==> config.mk <==
export PLATFORM = sky130hd
export DESIGN_NAME = duty_cycled_capture_ping_pong
export DESIGN_NICKNAME = d
export VERILOG_FILES = /design/src/dccpp_pkg.sv /design/src/duty_cycled_capture_ping_pong.sv /design/src/dccpp_front.sv /design/src/dccpp_queue.sv /design/src/dccpp_back.sv
export SDC_FILE = /design/constraint.sdc
export NUM_CORES = 1
export LEC_CHECK = 0
export ABC_AREA = 1
export BUFFER_PORTS_ARGS = -buffer_cell sky130_fd_sc_hd__buf_4
export CAP_MARGIN = 20
export CORE_ASPECT_RATIO = 0.75
export CORE_MARGIN = 2
export CORE_UTILIZATION = 55
export DETAILED_ROUTE_END_ITERATION = 8
export PLACE_DENSITY = 0.84
export SLEW_MARGIN = 15
export SYNTH_ARGS = -nofsm -noshare
export SYNTH_HDL_FRONTEND = slang
export SYNTH_SLANG_ARGS = --single-unit
==> constraint.sdc <==
create_clock -name i_clk -period 11.1 [get_ports i_clk]
set_input_delay 1.11 -clock i_clk [delete_from_list [all_inputs] [get_ports i_clk]]
set_output_delay 1.11 -clock i_clk [all_outputs]
set_load 0.02 [all_outputs]
==> src/dccpp_pkg.sv <==
// ----------------------------------------------------------------------------
// dccpp_pkg
// Shared widths, register indexes, reset values and types for the duty
// cycled window capture with ping-pong banks.
// ----------------------------------------------------------------------------
`default_nettype none

package dccpp_pkg;

    // field widths
    localparam int PERIOD_W   = 20;
    localparam int WIN_W      = 16;
    localparam int WPB_W      = 16;
    localparam int CHAN_W     = 3;
    localparam int ADDR_W     = 23;
    localparam int SAMPLE_W   = 32;
    localparam int LANES      = 4;
    localparam int MAX_CHANNELS = 4;
    localparam int CFG_DATA_W = 20;
    localparam int CFG_IDX_W  = 2;

    // register indexes
    localparam logic [CFG_IDX_W-1:0] CFG_PERIOD_LENGTH     = 2'd0;
    localparam logic [CFG_IDX_W-1:0] CFG_WINDOW_LENGTH     = 2'd1;
    localparam logic [CFG_IDX_W-1:0] CFG_WINDOWS_PER_BLOCK = 2'd2;
    localparam logic [CFG_IDX_W-1:0] CFG_ACTIVE_CHANNELS   = 2'd3;

    // register reset values
    localparam logic [PERIOD_W-1:0] RST_PERIOD_LENGTH     = PERIOD_W'(1000);
    localparam logic [WIN_W-1:0]    RST_WINDOW_LENGTH     = WIN_W'(500);
    localparam logic [WPB_W-1:0]    RST_WINDOWS_PER_BLOCK = WPB_W'(1000 * 10);
    localparam logic [CHAN_W-1:0]   RST_ACTIVE_CHANNELS   = CHAN_W'(4);

    typedef logic [LANES-1:0][SAMPLE_W-1:0] t_lanes;

    // effective configuration seen by the datapath
    typedef struct packed {
        logic [PERIOD_W-1:0] per;
        logic [WIN_W-1:0]    win;
        logic [WPB_W-1:0]    wpb;
        logic [CHAN_W-1:0]   active;
    } t_cfg;

    // classified request passed from front to back
    typedef struct packed {
        logic              wr_en;
        logic              bank;
        logic [WIN_W-1:0]  pos;
        logic [WPB_W-1:0]  wc;
        t_lanes            data;
        logic              ready;
        logic              ready_bank;
        logic              dropped;
    } t_item;

    // finished result
    typedef struct packed {
        logic              wr_en;
        logic              bank;
        logic [ADDR_W-1:0] addr;
        t_lanes            data;
        logic              ready;
        logic              ready_bank;
        logic              dropped;
    } t_result;

endpackage

`default_nettype wire

==> src/duty_cycled_capture_ping_pong.sv <==
// Path: a result passes through the request queue, then the address/output register,
//   and is held there until it is taken.
// Throughput: one sample per cycle while o_stall is low; the position and window
//   counters in the front part update per sample, the address multiply sits in the back.
// Reset: synchronous, active low; counters, bank, queue and output valid clear
//   and the configuration registers return to their defaults.
// ----------------------------------------------------------------------------
// duty_cycled_capture_ping_pong
// Periodic window capture into two ping-pong banks with hand-over and drop
// reporting.
// ----------------------------------------------------------------------------
`default_nettype none

module duty_cycled_capture_ping_pong import dccpp_pkg::*; (
    input  wire logic                  i_clk,
    input  wire logic                  i_rst_n,
    // configuration
    input  wire logic                  i_cfg_we,
    input  wire logic [CFG_IDX_W-1:0]  i_cfg_index,
    input  wire logic [CFG_DATA_W-1:0] i_cfg_wdata,
    // sample channel
    input  wire logic                  i_valid,
    output logic                       o_stall,
    input  wire logic [SAMPLE_W-1:0]   i_sample_ch0,
    input  wire logic [SAMPLE_W-1:0]   i_sample_ch1,
    input  wire logic [SAMPLE_W-1:0]   i_sample_ch2,
    input  wire logic [SAMPLE_W-1:0]   i_sample_ch3,
    input  wire logic                  i_consumer_idle,
    // write channel
    output logic                       o_valid,
    input  wire logic                  i_stall,
    output logic                       o_write_enable,
    output logic                       o_write_bank,
    output logic [ADDR_W-1:0]          o_write_address,
    output logic [SAMPLE_W-1:0]        o_data_ch0,
    output logic [SAMPLE_W-1:0]        o_data_ch1,
    output logic [SAMPLE_W-1:0]        o_data_ch2,
    output logic [SAMPLE_W-1:0]        o_data_ch3,
    output logic                       o_block_ready,
    output logic                       o_ready_bank,
    output logic                       o_block_dropped
);

    logic [PERIOD_W-1:0] r_period_length;
    logic [WIN_W-1:0]    r_window_length;
    logic [WPB_W-1:0]    r_windows_per_block;
    logic [CHAN_W-1:0]   r_active_channels;

    t_cfg    cfg;
    t_lanes  samples;
    t_item   push_item;
    t_item   head;
    t_result result;
    logic    push;
    logic    pop;
    logic    full;
    logic    empty;

    // configuration registers
    always_ff @(posedge i_clk) begin
        if (!i_rst_n) begin
            r_period_length     <= RST_PERIOD_LENGTH;
            r_window_length     <= RST_WINDOW_LENGTH;
            r_windows_per_block <= RST_WINDOWS_PER_BLOCK;
            r_active_channels   <= RST_ACTIVE_CHANNELS;
        end else if (i_cfg_we) begin
            unique case (i_cfg_index)
                CFG_PERIOD_LENGTH:     r_period_length     <= i_cfg_wdata[PERIOD_W-1:0];
                CFG_WINDOW_LENGTH:     r_window_length     <= i_cfg_wdata[WIN_W-1:0];
                CFG_WINDOWS_PER_BLOCK: r_windows_per_block <= i_cfg_wdata[WPB_W-1:0];
                CFG_ACTIVE_CHANNELS:   r_active_channels   <= i_cfg_wdata[CHAN_W-1:0];
                default: begin
                end
            endcase
        end
    end

    // effective values: zero window or block acts as one, short period as window
    always_comb begin
        cfg.win    = (r_window_length == '0) ? WIN_W'(1) : r_window_length;
        cfg.per    = (r_period_length < PERIOD_W'(cfg.win)) ? PERIOD_W'(cfg.win)
                                                            : r_period_length;
        cfg.wpb    = (r_windows_per_block == '0) ? WPB_W'(1) : r_windows_per_block;
        cfg.active = r_active_channels;
    end

    assign samples[0] = i_sample_ch0;
    assign samples[1] = i_sample_ch1;
    assign samples[2] = i_sample_ch2;
    assign samples[3] = i_sample_ch3;

    dccpp_front u_front (
        .i_clk           (i_clk),
        .i_rst_n         (i_rst_n),
        .i_cfg           (cfg),
        .i_valid         (i_valid),
        .i_samples       (samples),
        .i_consumer_idle (i_consumer_idle),
        .i_full          (full),
        .o_stall         (o_stall),
        .o_push          (push),
        .o_item          (push_item)
    );

    dccpp_queue u_queue (
        .i_clk   (i_clk),
        .i_rst_n (i_rst_n),
        .i_push  (push),
        .i_item  (push_item),
        .i_pop   (pop),
        .o_full  (full),
        .o_empty (empty),
        .o_head  (head)
    );

    dccpp_back u_back (
        .i_clk    (i_clk),
        .i_rst_n  (i_rst_n),
        .i_win    (cfg.win),
        .i_empty  (empty),
        .i_head   (head),
        .i_stall  (i_stall),
        .o_pop    (pop),
        .o_valid  (o_valid),
        .o_result (result)
    );

    // result breakout
    assign o_write_enable  = result.wr_en;
    assign o_write_bank    = result.bank;
    assign o_write_address = result.addr;
    assign o_data_ch0      = result.data[0];
    assign o_data_ch1      = result.data[1];
    assign o_data_ch2      = result.data[2];
    assign o_data_ch3      = result.data[3];
    assign o_block_ready   = result.ready;
    assign o_ready_bank    = result.ready_bank;
    assign o_block_dropped = result.dropped;

endmodule

`default_nettype wire

==> src/dccpp_front.sv <==
// ----------------------------------------------------------------------------
// dccpp_front
// Tracks period position, window count and current bank; classifies each
// sample and pushes a request into the queue.
// ----------------------------------------------------------------------------
`default_nettype none

module dccpp_front import dccpp_pkg::*; (
    input  wire logic   i_clk,
    input  wire logic   i_rst_n,
    input  wire t_cfg   i_cfg,
    input  wire logic   i_valid,
    input  wire t_lanes i_samples,
    input  wire logic   i_consumer_idle,
    input  wire logic   i_full,
    output logic        o_stall,
    output logic        o_push,
    output t_item       o_item
);

    logic [PERIOD_W-1:0] r_pos;
    logic [WPB_W-1:0]    r_wc;
    logic                r_bank;
    logic [PERIOD_W-1:0] n_pos;
    logic [WPB_W-1:0]    n_wc;
    logic                n_bank;

    logic                in_win;
    logic                last;
    logic                complete;
    logic [PERIOD_W:0]   pos_inc;
    logic [WPB_W-1:0]    wc_inc;
    logic [LANES-1:0]    lane_en;

    assign o_stall = i_full;
    assign o_push  = i_valid && !i_full;

    // classify the sample and work out the next counter values
    always_comb begin
        in_win   = r_pos < PERIOD_W'(i_cfg.win);
        pos_inc  = {1'b0, r_pos} + (PERIOD_W + 1)'(1);
        last     = in_win && (pos_inc == (PERIOD_W + 1)'(i_cfg.win));
        wc_inc   = r_wc + WPB_W'(1);
        complete = last && (wc_inc >= i_cfg.wpb);

        n_wc   = last ? (complete ? '0 : wc_inc) : r_wc;
        n_bank = r_bank ^ (complete && i_consumer_idle);
        n_pos  = (pos_inc >= (PERIOD_W + 1)'(i_cfg.per)) ? '0 : pos_inc[PERIOD_W-1:0];

        for (int k = 0; k < LANES; k++) begin
            lane_en[k] = (k == 0) || ((k < int'(i_cfg.active)) && (k < MAX_CHANNELS));
        end

        o_item.wr_en      = in_win;
        o_item.bank       = r_bank;
        o_item.pos        = r_pos[WIN_W-1:0];
        o_item.wc         = r_wc;
        o_item.ready      = complete && i_consumer_idle;
        o_item.ready_bank = complete && i_consumer_idle && r_bank;
        o_item.dropped    = complete && !i_consumer_idle;
        for (int k = 0; k < LANES; k++) begin
            o_item.data[k] = (in_win && lane_en[k]) ? i_samples[k] : '0;
        end
    end

    // counter state
    always_ff @(posedge i_clk) begin
        if (!i_rst_n) begin
            r_pos  <= '0;
            r_wc   <= '0;
            r_bank <= 1'b0;
        end else if (o_push) begin
            r_pos  <= n_pos;
            r_wc   <= n_wc;
            r_bank <= n_bank;
        end
    end

endmodule

`default_nettype wire

==> src/dccpp_queue.sv <==
// ----------------------------------------------------------------------------
// dccpp_queue
// Two-entry request queue between the front and back parts.
// ----------------------------------------------------------------------------
`default_nettype none

module dccpp_queue import dccpp_pkg::*; (
    input  wire logic  i_clk,
    input  wire logic  i_rst_n,
    input  wire logic  i_push,
    input  wire t_item i_item,
    input  wire logic  i_pop,
    output logic       o_full,
    output logic       o_empty,
    output t_item      o_head
);

    t_item       r_mem [2];
    logic        r_wptr;
    logic        r_rptr;
    logic [1:0]  r_count;

    assign o_full  = r_count == 2'd2;
    assign o_empty = r_count == 2'd0;
    assign o_head  = r_mem[r_rptr];

    // storage
    always_ff @(posedge i_clk) begin
        if (i_push) begin
            r_mem[r_wptr] <= i_item;
        end
    end

    // pointers and fill count
    always_ff @(posedge i_clk) begin
        if (!i_rst_n) begin
            r_wptr  <= 1'b0;
            r_rptr  <= 1'b0;
            r_count <= 2'd0;
        end else begin
            if (i_push) begin
                r_wptr <= !r_wptr;
            end
            if (i_pop) begin
                r_rptr <= !r_rptr;
            end
            if (i_push && !i_pop) begin
                r_count <= r_count + 2'd1;
            end else if (i_pop && !i_push) begin
                r_count <= r_count - 2'd1;
            end
        end
    end

endmodule

`default_nettype wire

==> src/dccpp_back.sv <==
// ----------------------------------------------------------------------------
// dccpp_back
// Computes the bank address of each request and holds the result in the
// output register until the consumer takes it.
// ----------------------------------------------------------------------------
`default_nettype none

module dccpp_back import dccpp_pkg::*; (
    input  wire logic             i_clk,
    input  wire logic             i_rst_n,
    input  wire logic [WIN_W-1:0] i_win,
    input  wire logic             i_empty,
    input  wire t_item            i_head,
    input  wire logic             i_stall,
    output logic                  o_pop,
    output logic                  o_valid,
    output t_result               o_result
);

    logic                      r_valid;
    t_result                   r_result;
    t_result                   n_result;
    logic [WPB_W+WIN_W-1:0]    product;
    logic [ADDR_W-1:0]         addr;

    assign o_pop    = !i_empty && (!r_valid || !i_stall);
    assign o_valid  = r_valid;
    assign o_result = r_result;

    // window base plus offset, wrapped to the bank depth
    always_comb begin
        product = (WPB_W + WIN_W)'(i_head.wc) * (WPB_W + WIN_W)'(i_win);
        addr    = product[ADDR_W-1:0] + ADDR_W'(i_head.pos);

        n_result.wr_en      = i_head.wr_en;
        n_result.bank       = i_head.bank;
        n_result.addr       = i_head.wr_en ? addr : '0;
        n_result.data       = i_head.data;
        n_result.ready      = i_head.ready;
        n_result.ready_bank = i_head.ready_bank;
        n_result.dropped    = i_head.dropped;
    end

    // output register
    always_ff @(posedge i_clk) begin
        if (!i_rst_n) begin
            r_valid <= 1'b0;
        end else if (!r_valid || !i_stall) begin
            r_valid <= !i_empty;
        end
    end

    always_ff @(posedge i_clk) begin
        if (o_pop) begin
            r_result <= n_result;
        end
    end

endmodule

`default_nettype wire

==> results of run 1 <==
[kinds of logic (layout without fill, tap and decap cells)]
| logic type | Yosys count | in the layout | synth area share (%) |
|---|---|---|---|
| adders and majority gates | 315 | 315 | 16.64 |
| and+or+nand+nor | 1274 | 1274 | 16.49 |
| buffers and inverters | 671 | 1017 | 8.045 |
| AOI/OAI and AO/OA | 306 | 306 | 5.228 |
| DFF | 584 | 584 | 52.36 |
| other | 0 | 1 | 0 |
| muxes | 13 | 13 | 0.4115 |
| xor gates and xnor gates | 28 | 28 | 0.8192 |
[metal layers]
metal / up-vias / track usage [%] / wire, um
li1: 10840 / - / -
met1: 11050 / 39.71 / 34420
met2: 1210 / 41.23 / 36620
met3: 191 / 7.792 / 9565
met4: 2 / 8.685 / 2626
met5: - / 0 / 13
[worst register-to-register path, stage by stage, from the launching register on]
cell	delay [ps]
dfxtp_4	740
buf_4	630
o21ai_0	610
inv_1	620
nand2_1	140
fa_1	520
inv_1	50
fa_1	450
ha_1	330
fa_1	510
fa_1	540
inv_1	50
fa_1	520
inv_1	40
ha_1	340
nand2_1	180
nor4_1	800
nand4_1	180
nand3_1	170
inv_1	50
nand3_1	70
a21oi_1	60
[cells in the final DEF (no fill, tap or decap), types with 5 or more instances in the layout]
cell type | Yosys | layout
or2_2 | 8 | 8
a21o_1 | 5 | 5
inv_1 | 546 | 545
nor2_2 | 4 | 5
ha_1 | 139 | 139
nor4_1 | 10 | 10
a21oi_1 | 143 | 143
nand3_1 | 54 | 54
nand4_1 | 62 | 62
clkinv_1 | 13 | 22
nand3b_1 | 7 | 7
inv_6 | 0 | 5
nand2_1 | 783 | 783
mux2i_1 | 13 | 13
buf_4 | 0 | 345
o21ai_0 | 105 | 104
clkbuf_16 | 0 | 58
dfxtp_1 | 98 | 97
nor2_4 | 5 | 7
nand2_2 | 11 | 11
o21a_1 | 5 | 5
edfxtp_1 | 486 | 486
xor2_1 | 19 | 19
xnor2_1 | 8 | 8
inv_2 | 7 | 7
nor2_1 | 315 | 312
clkinv_2 | 0 | 9
o21ai_1 | 13 | 12
fa_1 | 176 | 176
nor3_1 | 8 | 8
bufinv_16 | 0 | 10
o211ai_1 | 20 | 20
[sequential cells by signal, indices dropped and copies added, names as in the netlist, named ones only]
| signal | cells |
|---|---|
| r_active_channels | 3 |
| r_period_length | 20 |
| u_queue.r_mem | 330 |
| u_back.o_valid | 1 |
| u_front.r_pos | 20 |
| u_queue.r_count | 2 |
| u_back.o_result | 156 |
| u_front.r_wc | 16 |
| r_window_length | 16 |
| u_front.r_bank | 1 |
| r_windows_per_block | 16 |
| u_queue.r_wptr | 1 |
| u_queue.r_rptr | 1 |
[final timing paths]
kind                          startpoint                                 end  slack (ps)  cells past startpoint
min reg2reg  u_queue.r_rptr$_SDFFE_PN0P_                           flip-flop         460                      1
max                            flip-flop  u_back.o_result[153]$_SDFFCE_PN0P_        3230                     21
max reg2reg                    flip-flop  u_back.o_result[153]$_SDFFCE_PN0P_        3230                     21
min          u_queue.r_rptr$_SDFFE_PN0P_                           flip-flop         460                      1
[stage by stage]
| stage | hold WS [ps] | utilization [%] | worst slack [ps] | area, um^2 | std cells |
|---|---|---|---|---|---|
| after floorplan | 425.7 | - | 2108 | 31620 | 3191 |
| after global placement | 426.7 | 60.87 | 3580 | 34790 | 4209 |
| after detailed placement | 439.8 | 60.93 | 3491 | 34820 | 4211 |
| after CTS | 448.5 | 64.44 | 3455 | 36830 | 4316 |
| after global routing | 492.5 | 64.45 | 2904 | 36830 | 4317 |
| final | 458.3 | 64.46 | 3232 | 36840 | 4318 |
[final cells by class]
| cell class | count | area (um^2) | area share, % |
|---|---|---|---|
| clock buffer | 62 | 1466 | 3.981 |
| multi-input combinational | 1936 | 12540 | 34.05 |
| clock inverter | 43 | 539.3 | 1.464 |
| antenna | 1 | 2.502 | 0.006793 |
| timing repair buffer | 346 | 2618 | 7.106 |
| inverter | 566 | 2132 | 5.788 |
| tap | 780 | 975.9 | 2.649 |
| sequential | 584 | 16560 | 44.95 |
==> impl_results.html, run 1 <==
<table>
<tr><th>Metric</th><th>Value</th></tr>
<tr><th colspan="2">Synth</th></tr>
<tr><td>Share of synthesized area occupied by flip-flops and latches</td><td>52.36%</td></tr>
<tr><td>Predominant post-synthesis flop cell</td><td>edfxtp_1</td></tr>
<tr><td>Largest area contributor in the netlist</td><td>edfxtp_1</td></tr>
<tr><td>Top cell type's share of synthesized area</td><td>46.16%</td></tr>
<tr><td>Ys async rst share</td><td>0%</td></tr>
<tr><td>Post-synthesis cell type count</td><td>47</td></tr>
<tr><td>Number of warning messages in the yosys log</td><td>0</td></tr>
<tr><td>Avg Inst Size Synth</td><td>9.908 um^2</td></tr>
<tr><td>Synth top area cells</td><td>edfxtp_1 (46%), fa_1 (11%), nand2_1 (9.3%)</td></tr>
<tr><td>Post-synthesis net count</td><td>3,662</td></tr>
<tr><td>Number of enable-type register cells in the synthesized netlist</td><td>486</td></tr>
<tr><td>Post-Syn Area</td><td>31,620 um^2</td></tr>
<tr><td>Top cell types by occurrence after synthesis</td><td>nand2_1 (783), inv_1 (546), edfxtp_1 (486)</td></tr>
<tr><td>Most frequent cell after synthesis</td><td>nand2_1</td></tr>
<tr><td>Synthesized netlist cell count</td><td>3,191</td></tr>
<tr><td>Number of synthesized register bits</td><td>584</td></tr>
<tr><th colspan="2">Route</th></tr>
<tr><td>Via count</td><td>23,290</td></tr>
<tr><td>Total detailed-routing wirelength</td><td>83.25 mm</td></tr>
<tr><td>Per-cell via count in the routed design</td><td>5.393</td></tr>
<tr><td>First-iteration detailed-routing DRC count</td><td>2,757</td></tr>
<tr><td>Remaining antenna violation count after routing</td><td>0</td></tr>
<tr><td>Total DRC errors in the routed layout</td><td>0</td></tr>
<tr><td>Length of the first detailed-routing pass in iterations</td><td>9</td></tr>
<tr><td>Routed len/inst</td><td>19.28 um</td></tr>
<tr><th colspan="2">Floorplan</th></tr>
<tr><td>Count of boundary I/O pins</td><td>314</td></tr>
<tr><td>Chip height</td><td>211.6 um</td></tr>
<tr><td>Rows</td><td>76</td></tr>
<tr><td>Horiz. Die Dim</td><td>280.9 um</td></tr>
<tr><td>CORE AREA</td><td>57,150 um^2</td></tr>
<tr><td>Initial core utilization</td><td>55.32%</td></tr>
<tr><td>Area enclosed by the die boundary</td><td>59,440 um^2</td></tr>
<tr><th colspan="2">Setup path</th></tr>
<tr><td>Worst path cell trace</td><td>buf_4 &gt; o21ai_0 &gt; inv_1 &gt; nand2_1 &gt; fa_1 &gt; inv_1 &gt; fa_1 &gt; ha_1 &gt; fa_1 &gt; fa_1 &gt; inv_1 &gt; fa_1 &gt; inv_1 &gt; ha_1 &gt; nand2_1 &gt; nor4_1 &gt; nand4_1 &gt; nand3_1 &gt; inv_1 &gt; nand3_1 &gt; a21oi_1</td></tr>
<tr><td>Required time reported for the critical path endpoint</td><td>11,470 ps</td></tr>
<tr><td>Worst EP arrival</td><td>8230 ps</td></tr>
<tr><td>Crit path max fanout</td><td>50</td></tr>
<tr><td>Nature of the critical path startpoint</td><td>flip-flop</td></tr>
<tr><td>Crit Path Class</td><td>reg -&gt; reg</td></tr>
<tr><td>Worst stage delay on the critical path</td><td>800 ps</td></tr>
<tr><td>Crit-path leading delay family</td><td>adder cells</td></tr>
<tr><td>Type of destination of the critical path</td><td>flip-flop</td></tr>
<tr><td>Highest-delay cell along the critical path</td><td>nor4_1</td></tr>
<tr><td>Buffers and inverters on the worst path</td><td>6</td></tr>
<tr><th colspan="2">Clocking</th></tr>
<tr><td>Largest buffer count on any clock path</td><td>3</td></tr>
<tr><td>Resized cells post-CTS</td><td>0</td></tr>
<tr><td>Source-to-sink clock delay at the later pin of the worst-skew pair</td><td>620 ps</td></tr>
<tr><td>Htree depth</td><td>2</td></tr>
<tr><td>Number of buffers added by the clock tree synthesis step</td><td>56</td></tr>
<tr><td>CTS tree</td><td>built</td></tr>
<tr><td>Clock root cell</td><td>clkbuf_16</td></tr>
<tr><td>Clock slew at the register clock pins of the worst setup and hold paths</td><td>60 ps</td></tr>
<tr><td>Count of buffers added by post-CTS timing repair for setup</td><td>0</td></tr>
<tr><td>Hold-fix buffers at CTS</td><td>0</td></tr>
<tr><td>Sink Count</td><td>584</td></tr>
<tr><th colspan="2">Final layout</th></tr>
<tr><td>Total number of nets in the final design</td><td>3,961</td></tr>
<tr><td>Area added between synthesis and finish</td><td>16.51%</td></tr>
<tr><td>Fraction of final layout cells with drive strength greater than 1</td><td>13.77%</td></tr>
<tr><td>Filler Cells Inserted</td><td>4,347</td></tr>
<tr><th colspan="2">STA</th></tr>
<tr><td>Final worst clock skew</td><td>16.83 ps</td></tr>
<tr><td>Total Neg Setup Slack</td><td>0 ps</td></tr>
<tr><td>Peak Freq</td><td>0.1271 GHz</td></tr>
<tr><td>Period utilisation layout</td><td>70.88%</td></tr>
<tr><td>Worst slew slack as a fraction of its limit</td><td>21.25%</td></tr>
<tr><td>Setup violations, final</td><td>0</td></tr>
<tr><td>Least-Margin Pin Slew</td><td>1172 ps</td></tr>
<tr><td>Minimum clock period after layout</td><td>7868 ps</td></tr>
<tr><td>Setup repair after global routing missed its margin</td><td>false</td></tr>
<tr><td>Number of endpoints with negative hold slack in the final report</td><td>0</td></tr>
<tr><td>Pins over their slew limit</td><td>0</td></tr>
<tr><th colspan="2">Global route</th></tr>
<tr><td>GRT Resource Usage Total</td><td>27.74%</td></tr>
<tr><td>Overall overflow remaining after global route</td><td>0</td></tr>
<tr><td>Pin count of the biggest net entering global routing</td><td>99</td></tr>
<tr><td>Wire length of the first global-routing pass</td><td>126.0 mm</td></tr>
<tr><td>Via count of the first global-routing pass</td><td>22,700</td></tr>
<tr><td>Antenna violations before repair</td><td>3</td></tr>
<tr><th colspan="2">Place</th></tr>
<tr><td>Total half-perimeter wirelength after legalization and detailed placement</td><td>58.90 mm</td></tr>
<tr><td>Gp weighted congestion</td><td>0.9729</td></tr>
<tr><td>Count of input and output buffers</td><td>313</td></tr>
<tr><th colspan="2">Worst hold path</th></tr>
<tr><td>Class of the worst hold path</td><td>reg -&gt; reg</td></tr>
<tr><th colspan="2">Status</th></tr>
<tr><td>Status</td><td>completed</td></tr>
<tr><th colspan="2">Run</th></tr>
<tr><td>Max-Cap Viols</td><td>0</td></tr>
</table>
Power of run 1 is not shown: default switching activity piles up to over one toggle a cycle in this logic, so the estimate is an artifact.
==> run 2, diff against run 1 <==
--- a/config.mk
+++ b/config.mk
@@ -10,9 +10,9 @@
 export CAP_MARGIN = 20
 export CORE_ASPECT_RATIO = 0.75
 export CORE_MARGIN = 2
-export CORE_UTILIZATION = 55
+export CORE_UTILIZATION = 54
 export DETAILED_ROUTE_END_ITERATION = 8
-export PLACE_DENSITY = 0.84
+export PLACE_DENSITY = 0.86
 export SLEW_MARGIN = 15
 export SYNTH_ARGS = -nofsm -noshare
 export SYNTH_HDL_FRONTEND = slang
==> constraint.sdc (replaced) <==
create_clock -name i_clk -period 6.88 [get_ports i_clk]
set_input_delay 0.688 -clock i_clk [delete_from_list [all_inputs] [get_ports i_clk]]
set_output_delay 0.688 -clock i_clk [all_outputs]
set_load 0.02 [all_outputs]
==> run 2 against run 1 <==
Compared with the run above:
- via count grew 0.75%
- design area grew 0.55%
- final cell count up 0.60%
- first-iteration DRC count fell by 7.3%
- register-to-register slack got worse by 2900 ps
- global-route usage fell by 1.1 points
- die area is 1.8% higher
- non-clock buffer count is 23 higher
- setup slack lost 2900 ps
- sequential share of layout area fell by 0.25 points
- critical path type unchanged
- critical endpoint is now u_back.o_result[146]$_SDFFCE_PN0P_
- largest cell class unchanged
==> impl_results.html, run 2 (same netlist as run 1, synthesis figures left out) <==
<table>
<tr><th>Metric</th><th>Value</th></tr>
<tr><th colspan="2">Status</th></tr>
<tr><td>Status</td><td>completed</td></tr>
<tr><th colspan="2">Final layout</th></tr>
<tr><td>Max FFs per register</td><td>330</td></tr>
<tr><td>Total number of nets in the final design</td><td>3,985</td></tr>
<tr><td>Largest Register</td><td>u_queue.r_mem</td></tr>
<tr><td>Commonest cells after routing, fill and taps aside</td><td>nand2_1 (783), inv_1 (544), edfxtp_1 (486)</td></tr>
<tr><td>Combined area of the multi-input logic cells</td><td>12,550 um^2</td></tr>
<tr><td>Post-Route Utilization</td><td>64.28%</td></tr>
<tr><td>Area added between synthesis and finish</td><td>17.15%</td></tr>
<tr><td>Register Area</td><td>16,560 um^2</td></tr>
<tr><td>Count of non-filler cells in the finished layout</td><td>4,344</td></tr>
<tr><td>Filler Cells Inserted</td><td>4,503</td></tr>
<tr><td>Fraction of final layout cells with drive strength greater than 1</td><td>14.31%</td></tr>
<tr><td>Most common cell after layout, fill and taps aside</td><td>nand2_1</td></tr>
<tr><th colspan="2">Setup path</th></tr>
<tr><td>Highest-delay cell along the critical path</td><td>fa_1</td></tr>
<tr><td>Endpoint of the worst-slack reg-to-reg timing path</td><td>u_back.o_result[146]$_SDFFCE_PN0P_</td></tr>
<tr><td>Required time reported for the critical path endpoint</td><td>7240 ps</td></tr>
<tr><td>Crit Path Class</td><td>reg -&gt; reg</td></tr>
<tr><td>Crit-path leading delay family</td><td>adder cells</td></tr>
<tr><td>Type of destination of the critical path</td><td>flip-flop</td></tr>
<tr><td>Top cell by count, worst path</td><td>fa_1</td></tr>
<tr><td>Worst stage delay on the critical path</td><td>560 ps</td></tr>
<tr><td>Worst path cell trace</td><td>inv_4 &gt; or2_2 &gt; o21ai_0 &gt; nor2_1 &gt; fa_1 &gt; inv_1 &gt; fa_1 &gt; fa_1 &gt; fa_1 &gt; inv_1 &gt; fa_1 &gt; inv_1 &gt; fa_1 &gt; inv_1 &gt; ha_1 &gt; nand2_1 &gt; nor2_1 &gt; o21ai_0 &gt; nand2_1 &gt; a31oi_1 &gt; o21ai_0 &gt; a21oi_1 &gt; o21a_1</td></tr>
<tr><td>Buffers and inverters on the worst path</td><td>5</td></tr>
<tr><td>Worst EP arrival</td><td>6890 ps</td></tr>
<tr><td>Worst reg-to-reg path cell count</td><td>23</td></tr>
<tr><td>Crit path max fanout</td><td>24</td></tr>
<tr><td>Reg-to-reg slack, setup</td><td>350 ps</td></tr>
<tr><td>Nature of the critical path startpoint</td><td>flip-flop</td></tr>
<tr><th colspan="2">Route</th></tr>
<tr><td>Length of the first detailed-routing pass in iterations</td><td>6</td></tr>
<tr><td>First-iteration detailed-routing DRC count</td><td>2,555</td></tr>
<tr><td>Per-cell via count in the routed design</td><td>5.401</td></tr>
<tr><td>Remaining antenna violation count after routing</td><td>0</td></tr>
<tr><td>Total detailed-routing wirelength</td><td>82.30 mm</td></tr>
<tr><td>Routed len/inst</td><td>18.95 um</td></tr>
<tr><td>Total DRC errors in the routed layout</td><td>0</td></tr>
<tr><td>Via count</td><td>23,460</td></tr>
<tr><th colspan="2">Floorplan</th></tr>
<tr><td>Horiz. Die Dim</td><td>283.4 um</td></tr>
<tr><td>Rows</td><td>76</td></tr>
<tr><td>Initial core utilization</td><td>54.87%</td></tr>
<tr><td>Area enclosed by the die boundary</td><td>60,520 um^2</td></tr>
<tr><td>Chip height</td><td>213.6 um</td></tr>
<tr><td>Count of boundary I/O pins</td><td>314</td></tr>
<tr><td>CORE AREA</td><td>57,630 um^2</td></tr>
<tr><th colspan="2">Clocking</th></tr>
<tr><td>Htree depth</td><td>2</td></tr>
<tr><td>CTS tree</td><td>built</td></tr>
<tr><td>Hold-fix buffers at CTS</td><td>0</td></tr>
<tr><td>Source-to-sink clock delay at the later pin of the worst-skew pair</td><td>620 ps</td></tr>
<tr><td>Number of buffers added by the clock tree synthesis step</td><td>57</td></tr>
<tr><td>Largest buffer count on any clock path</td><td>3</td></tr>
<tr><td>Sink Count</td><td>584</td></tr>
<tr><td>Clock slew at the register clock pins of the worst setup and hold paths</td><td>70 ps</td></tr>
<tr><td>Clock root cell</td><td>clkbuf_16</td></tr>
<tr><th colspan="2">Global route</th></tr>
<tr><td>Wire length of the first global-routing pass</td><td>124.4 mm</td></tr>
<tr><td>GRT Resource Usage Total</td><td>26.60%</td></tr>
<tr><td>Overall overflow remaining after global route</td><td>0</td></tr>
<tr><td>Pin count of the biggest net entering global routing</td><td>147</td></tr>
<tr><td>Via count of the first global-routing pass</td><td>22,340</td></tr>
<tr><td>Antenna violations before repair</td><td>1</td></tr>
<tr><th colspan="2">STA</th></tr>
<tr><td>Period utilisation layout</td><td>94.88%</td></tr>
<tr><td>Least-Margin Pin Slew</td><td>1132 ps</td></tr>
<tr><td>Number of endpoints with negative hold slack in the final report</td><td>0</td></tr>
<tr><td>Pins over their slew limit</td><td>0</td></tr>
<tr><td>Setup violations, final</td><td>0</td></tr>
<tr><td>Peak Freq</td><td>0.1532 GHz</td></tr>
<tr><td>Minimum clock period after layout</td><td>6528 ps</td></tr>
<tr><td>Worst setup margin</td><td>352.2 ps</td></tr>
<tr><td>Worst slew slack as a fraction of its limit</td><td>24.23%</td></tr>
<tr><td>Final worst clock skew</td><td>24.44 ps</td></tr>
<tr><th colspan="2">Worst hold path</th></tr>
<tr><td>End of the worst hold path</td><td>r_period_length[9]$_SDFFE_PN1P_</td></tr>
<tr><td>Hold_sp</td><td>i_cfg_wdata[9]</td></tr>
<tr><td>Hold Path Cell Cnt</td><td>3</td></tr>
<tr><td>Class of the worst hold path</td><td>in -&gt; reg</td></tr>
<tr><th colspan="2">Place</th></tr>
<tr><td>Count of input and output buffers</td><td>313</td></tr>
<tr><td>Placement Setup Slack</td><td>332.8 ps</td></tr>
<tr><td># placed instances</td><td>4,235</td></tr>
<tr><td>Total half-perimeter wirelength after legalization and detailed placement</td><td>59.02 mm</td></tr>
<tr><td>Gp weighted congestion</td><td>0.9789</td></tr>
<tr><th colspan="2">Run</th></tr>
<tr><td>Max-Cap Viols</td><td>0</td></tr>
</table>
run 2: cell types whose count changed in the layout (fill, tap and decap cells not counted), moves of 2 or more:
cell / delta
buf_12: +2
buf_4: +21
bufinv_16: -2
clkbuf_1: +8
clkbuf_8: +2
clkinv_1: -3
clkinv_2: -2
clkinvlp_4: -2
inv_2: +2
run 2: final cells by class:
cell class                      instances  area share (%)
Antenna cell                            1        0.006756
Clock inverter                         34           1.216
Clock buffer                           74           4.195
Timing Repair Buffer                  369           7.600
Tap cell                              780           2.635
Sequential cell                       584           44.71
Inverter                              566           5.756
Multi-Input combinational cell       1936           33.88
run 2: per-layer routing:
layer / GRT usage [%] / part of all wire [%] / vias up
li1: - / - / 10880
met1: 36.70 / 40 / 11190
met2: 41.29 / 46 / 1187
met3: 6.585 / 11 / 205
met4: 9.743 / 3.9 / 0
met5: 0 / 0 / -
run 2: what timing repair did:
item                       in CTS  in global routing
resized for setup               0                  5
setup endpoints to repair       0                  5
buffers inserted                0                  0
run 2: worst min-delay path: cells and delay by family:
| kind | cells | cell delay, ps |
|---|---|---|
| buffers and inverters | 1 | 100 |
| AND/OR/NAND/NOR | 1 | 50 |
| AO/OA/AOI/OAI | 1 | 60 |
run 2: stage by stage:
stage	instance area, um^2	TNS [ps]	hold WS (ps)
4_1_cts	37030	0	287.9
3_3_place_gp	35000	0	426.1
5_1_grt	37040	-10.30	302.3
3_5_place_dp	35020	0	448.7
6_report	37040	0	308.3
2_1_floorplan	31620	0	425.7
run 2: worst max-delay path by stage:
stage,cells past startpoint,slack (ps),to,from
after global placement,22,380,u_back.o_result[153]$_SDFFCE_PN0P_,flip-flop
after floorplan,24,670,u_back.o_result[153]$_SDFFCE_PN0P_,flip-flop
final,23,350,u_back.o_result[146]$_SDFFCE_PN0P_,flip-flop
after global routing,26,-10,u_back.o_result[149]$_SDFFCE_PN0P_,flip-flop
after CTS,22,280,u_back.o_result[153]$_SDFFCE_PN0P_,flip-flop
after detailed placement,22,330,u_back.o_result[153]$_SDFFCE_PN0P_,flip-flop
Power of run 2 is left out for the same reason.
